===== config.mk =====
export PLATFORM = sky130hd
export DESIGN_NAME = cht_ctrl
export DESIGN_NICKNAME = d
export VERILOG_FILES = /design/src/hw/rtl/cht_pkg.sv /design/src/hw/rtl/cht_ctrl.sv
export SDC_FILE = /design/constraint.sdc
export NUM_CORES = 1
export LEC_CHECK = 0
export BUFFER_PORTS_ARGS = -buffer_cell sky130_fd_sc_hd__buf_2
export CORE_AREA = 2 2 39 41
export CTS_CLUSTER_DIAMETER = 120
export DETAILED_ROUTE_END_ITERATION = 10
export DIE_AREA = 0 0 41 43
export GPL_TIMING_DRIVEN = 0
export HOLD_SLACK_MARGIN = 0.05
export PLACE_DENSITY = 0.73
export SLEW_MARGIN = 20
export SYNTH_ARGS = -nofsm -noshare
export SYNTH_HDL_FRONTEND = slang
export SYNTH_SLANG_ARGS = --single-unit
export TNS_END_PERCENT = 1

===== constraint.sdc =====
create_clock -name clk -period 4 [get_ports clk]
set_clock_uncertainty 0.1 [all_clocks]
set_input_delay 0.2 -clock clk [delete_from_list [all_inputs] [get_ports clk]]
set_output_delay 0.2 -clock clk [all_outputs]
set_load 0.02 [all_outputs]

===== src/hw/rtl/cht_pkg.sv =====
// Shared constants, types and helper functions of the chained hash table unit.
`default_nettype none

package cht_pkg;

    // Default table geometry.
    localparam int unsigned CHT_BUCKETS = 64;
    localparam int unsigned CHT_NODES   = 256;

    // Fixed field widths.
    localparam int unsigned KEY_W    = 31;
    localparam int unsigned STATUS_W = 2;

    typedef logic [STATUS_W-1:0] status_t;

    localparam status_t STATUS_DONE      = 2'd0;
    localparam status_t STATUS_NOT_FOUND = 2'd1;
    localparam status_t STATUS_FULL      = 2'd2;

    // Commands from the controller to the datapath.
    typedef struct packed {
        logic    clr;        // clear one bucket head during the reset sweep
        logic    load;       // capture op and key, start hashing
        logic    take;       // pop a free node and initialise it
        logic    link_head;  // new node becomes the head of an empty bucket
        logic    walk_step;  // advance the insert walk by one node
        logic    link_tail;  // append the new node after the current tail
        logic    del_first;  // start the delete walk at the bucket head
        logic    del_step;   // advance the delete walk by one node
        logic    unlink;     // remove the matching node and free it
        logic    set_res;    // record the result code
        status_t res;
        logic    out_load;   // move the recorded code to the output register
    } cht_cmd_t;

    // Status from the datapath to the controller.
    typedef struct packed {
        logic clr_last;
        logic hash_done;
        logic is_delete;
        logic full;
        logic head_null;
        logic nx_null;
        logic key_match;
        logic prev_null;
    } cht_sts_t;

    // Address width for a store of the given depth, never below one bit.
    function automatic int unsigned addr_width(input int unsigned depth);
        return (depth > 1) ? $clog2(depth) : 1;
    endfunction

endpackage

`default_nettype wire


===== src/hw/rtl/cht_ctrl.sv =====
// Controller of the chained hash table: sequencing of hashing, chain walks and the handshakes.
`default_nettype none

module cht_ctrl
    import cht_pkg::*;
(
    input  wire logic     clk,
    input  wire logic     rst_n,
    input  wire logic     in_valid,
    output logic          in_ready,
    output logic          out_valid,
    input  wire logic     out_ready,
    output cht_cmd_t      cmd,
    input  wire cht_sts_t sts
);

    localparam logic [3:0] S_CLEAR     = 4'd0;
    localparam logic [3:0] S_IDLE      = 4'd1;
    localparam logic [3:0] S_HASH      = 4'd2;
    localparam logic [3:0] S_TAKE      = 4'd3;
    localparam logic [3:0] S_WALK      = 4'd4;
    localparam logic [3:0] S_DEL_FIRST = 4'd5;
    localparam logic [3:0] S_DEL_CMP   = 4'd6;
    localparam logic [3:0] S_RESP      = 4'd7;

    logic [3:0] state_reg;
    logic [3:0] state_next;
    logic       out_valid_reg;
    logic       out_valid_next;
    logic       slot_free;

    assign slot_free = !out_valid_reg || out_ready;

    // Next state and commands.
    always_comb
    begin
        state_next = state_reg;
        cmd        = '0;
        in_ready   = 1'b0;
        unique case (state_reg)
            S_CLEAR:
            begin
                cmd.clr = 1'b1;
                if (sts.clr_last)
                begin
                    state_next = S_IDLE;
                end
            end
            S_IDLE:
            begin
                in_ready = 1'b1;
                if (in_valid)
                begin
                    cmd.load   = 1'b1;
                    state_next = S_HASH;
                end
            end
            S_HASH:
            begin
                // The bucket head and free stack top are read as the hash completes.
                if (sts.hash_done)
                begin
                    if (sts.is_delete)
                    begin
                        state_next = S_DEL_FIRST;
                    end
                    else if (sts.full)
                    begin
                        cmd.set_res = 1'b1;
                        cmd.res     = STATUS_FULL;
                        state_next  = S_RESP;
                    end
                    else
                    begin
                        state_next = S_TAKE;
                    end
                end
            end
            S_TAKE:
            begin
                cmd.take = 1'b1;
                if (sts.head_null)
                begin
                    cmd.link_head = 1'b1;
                    cmd.set_res   = 1'b1;
                    cmd.res       = STATUS_DONE;
                    state_next    = S_RESP;
                end
                else
                begin
                    state_next = S_WALK;
                end
            end
            S_WALK:
            begin
                if (sts.nx_null)
                begin
                    cmd.link_tail = 1'b1;
                    cmd.set_res   = 1'b1;
                    cmd.res       = STATUS_DONE;
                    state_next    = S_RESP;
                end
                else
                begin
                    cmd.walk_step = 1'b1;
                end
            end
            S_DEL_FIRST:
            begin
                if (sts.head_null)
                begin
                    cmd.set_res = 1'b1;
                    cmd.res     = STATUS_NOT_FOUND;
                    state_next  = S_RESP;
                end
                else
                begin
                    cmd.del_first = 1'b1;
                    state_next    = S_DEL_CMP;
                end
            end
            S_DEL_CMP:
            begin
                if (sts.key_match)
                begin
                    cmd.unlink  = 1'b1;
                    cmd.set_res = 1'b1;
                    cmd.res     = STATUS_DONE;
                    state_next  = S_RESP;
                end
                else if (sts.nx_null)
                begin
                    cmd.set_res = 1'b1;
                    cmd.res     = STATUS_NOT_FOUND;
                    state_next  = S_RESP;
                end
                else
                begin
                    cmd.del_step = 1'b1;
                end
            end
            S_RESP:
            begin
                // Hand the result over as soon as the output register is free,
                // and take the next item in the same cycle.
                if (slot_free)
                begin
                    cmd.out_load = 1'b1;
                    in_ready     = 1'b1;
                    if (in_valid)
                    begin
                        cmd.load   = 1'b1;
                        state_next = S_HASH;
                    end
                    else
                    begin
                        state_next = S_IDLE;
                    end
                end
            end
            default:
            begin
                state_next = S_IDLE;
            end
        endcase
    end

    // Output valid flag.
    always_comb
    begin
        out_valid_next = out_valid_reg;
        if (cmd.out_load)
        begin
            out_valid_next = 1'b1;
        end
        else if (out_ready)
        begin
            out_valid_next = 1'b0;
        end
    end

    always_ff @(posedge clk or negedge rst_n)
    begin
        if (!rst_n)
        begin
            state_reg     <= S_CLEAR;
            out_valid_reg <= 1'b0;
        end
        else
        begin
            state_reg     <= state_next;
            out_valid_reg <= out_valid_next;
        end
    end

    assign out_valid = out_valid_reg;

endmodule

`default_nettype wire


==> reports/metrics.cfg <==
[outcome]
status = completed

[synthesis]
ys_seq_elements = 5
async_flop_share_pct = 100.0
syn-num-nets = 82
synth_ff_type = dfrtp_1
synthTopCellsByArea = dfrtp_1 (23%), nor2_1 (7.5%), nor2b_1 (6.8%), mux2i_1 (5.5%), buf_6 (4.1%)
synth_top_area_cell = dfrtp_1
avgSynthCellArea_um2 = 7.829
yosysWarnings = 0
synth_edf_count = 0
yosysTopAreaCellShare_pct = 22.83
ys_types = 34
syn-cell-area_um2 = 548.0
synth_seq_area_share_pct = 22.83
synthMostInstantiatedCell = nor2_1
synth_cells = 70
synthTopCellsByCount = nor2_1 (11), nor2b_1 (6), dfrtp_1 (5)

[setup_path]
startpoint_type = register
crit_chain = buf_6 > buf_2 > nor2_1 > a21oi_1 > nor3b_1 > and2_1 > buf_2
path_class = register to primary output
path_common_cell = buf_2
slowest_delay_ps = 370
path_buf_inv = 3
cp_max_fo = 10
arrival_ps = 1610
endpoint_kind = primary output
worst_path_max_delay_cell = dfrtp_1
cp_top_family = simple AND/OR/NAND/NOR gates
crit_required_ps = 3700

[clocking]
cts-buffers-inserted = 3
htree_levels = 1
tritoncts = yes
path_clk_slew_ps = 50
clock_sinks = 5
cts_resized = 0
clock_latency_ps = 250
cts-root-buf = clkbuf_4
cts.path.max_buffers = 2

[finish]
multi_input_area_um2 = 369.1
fin_util_pct = 52.80
seq_area_um2 = 125.1
area_delta_synth_final_pct = 33.33
drive_gt1_share_pct = 37.00
fillCellCount = 131
antenna_cells = 0
nets = 113
largest_reg_flops = 4
stdcell_area_um2 = 730.7

[sta]
finalSetupViolations = 0
rsz0062_at_grt = false
finalMaxSlewViolations = 0
tns_ps = 0
hold_viol_final = 0
max_freq_ghz = 0.5225
fin_ws_ps = 2086
fin_crit_ps = 1914
fin_crit_sh_pct = 47.85

[route]
post_drt_via_cell_ratio = 5.353
drc = 0
wl_per_cell_um = 11.42
drt_iter0_markers = 12
vias = 621
drtAntennaViolNets = 0
routed_wirelength_um = 1325
first_pass_iters = 4

[die]
design.die.area_mm2 = 0.001763
start_util_pct = 39.60
dieWidth_um = 41
die_y_um = 43
rows = 14
io_pins = 27
core_area_mm2 = 0.001384

[power_and_ir_drop]
ir_drop_v = 0.0002401
switching_share_pct = 45.52
clockPowerShare_pct = 16.6
p_total_uw = 370.0
p_seq_share_pct = 19.7
p_int_uw = 201.6
combPwrFrac_pct = 63.7
p_per_area_mw_per_mm2 = 506.4
p_sw_uw = 168.5
cellLeakagePower_nw = 0.4146

[place]
io_buffers = 25
gp_congestion = 0.8278
place_hpwl_um = 1001
pre_cts_ws_ps = 2341
dpl_cell_area_um2 = 693.2

[flow_run]
maxCapViolCount = 0

[global_route]
grt-ovfl-total = 0
grt_pass1_vias = 503
grt_max_degree = 11
grtUsageTotal_pct = 17.19
grt_pass1_wl_um = 1994
antenna_found_initial = 0

[hold_path]
hold_path.class = input port to register

## worst min-delay path: stages
cell and delay, ps:
buf_2 80, nand2b_1 110, nand2_1 50
## logic make-up (layout without fill, tap and decap cells)
logic type	after synthesis	after routing	synth area share [%]
compound gates	11	11	15.75
buf+inv	8	38	9.817
flops	5	5	22.83
mux	4	4	8.219
other cells	1	1	0.6843
simple gates	41	41	42.70
## path summary, 6_finish.rpt
kind	startpoint	endpoint	slack, ps	cells past startpoint
max	state_reg[1]	cmd[11]	2090	7
max in group asynchronous	rst_n	state_reg[1]	3490	2
min reg2reg	out_valid	out_valid	430	2
max reg2reg	state_reg[1]	state_reg[0]	2400	5
min	out_ready	out_valid	140	3
min in group asynchronous	rst_n	out_valid	190	2
## what timing repair did
item                                    in CTS  in global routing
hold endpoints to repair                     5                  0
hold buffers                                 1                  0
setup buffers                                0                  0
endpoints found under the setup margin       0                  0
## power groups by stage
| stage | Clock [mW] | Sequential, mW | Combinational (mW) |
|---|---|---|---|
| 6_report | 0.0615 | 0.0729 | 0.236 |
| 5_1_grt | 0.0665 | 0.0744 | 0.260 |
| 4_1_cts | 0.0633 | 0.0725 | 0.236 |
| 3_5_place_dp | 0 | 0.0739 | 0.234 |
| 3_3_place_gp | 0 | 0.0733 | 0.232 |
| 2_1_floorplan | 0 | 0.0734 | 0.181 |
## layer usage
layer,GRT usage (%),vias up,wire (um)
li1,-,311,-
met1,21.38,281,610
met2,24.38,24,601
met3,1.571,5,66
met4,16.00,0,46
met5,0,-,0
## placed cells by master, fill, tap and decap left out
| cell type | n |
|---|---|
| buf_2 | 29 |
| nor2_1 | 11 |
| nor2b_1 | 6 |
| dfrtp_1 | 5 |
| and2_1 | 3 |
| and3_1 | 3 |
| nand4_1 | 3 |
| nand2_1 | 3 |
| mux2i_1 | 3 |
| clkbuf_4 | 3 |
| buf_6 | 2 |
| a21oi_1 | 2 |
| a32oi_1 | 2 |
| nand3_1 | 2 |
| and2b_1 | 1 |
| nand2b_1 | 1 |
| nor3b_1 | 1 |
| or2_1 | 1 |
| nand4bb_1 | 1 |
| and4bb_1 | 1 |
| a2bb2oi_1 | 1 |
| inv_1 | 1 |
| a22o_1 | 1 |
| nor3_1 | 1 |
| nor4_1 | 1 |
| o31a_1 | 1 |
| or3_1 | 1 |
| a311oi_1 | 1 |
| a21bo_1 | 1 |
| o221ai_1 | 1 |
| o21ai_0 | 1 |
| nand4b_1 | 1 |
| mux2_4 | 1 |
| buf_4 | 1 |
| clkinv_2 | 1 |
| dlygate4sd3_1 | 1 |
| conb_1 | 1 |
## through the flow
step	hold WS (ps)	std cells
4_1_cts	143.9	116
3_3_place_gp	-85.12	111
3_5_place_dp	-78.31	111
6_report	139.4	116
2_1_floorplan	-195.6	70
5_1_grt	157.2	116
## layout make-up
cell class	count	area share, %
multi-input combinational	57	50.51
clock buffer	3	3.082
sequential	5	17.12
timing repair buffer	26	18.49
tap	16	2.740
inverter	1	0.5137
buffer	7	6.849
clock inverter	1	0.6849
Power figures use the tool's default switching activity.
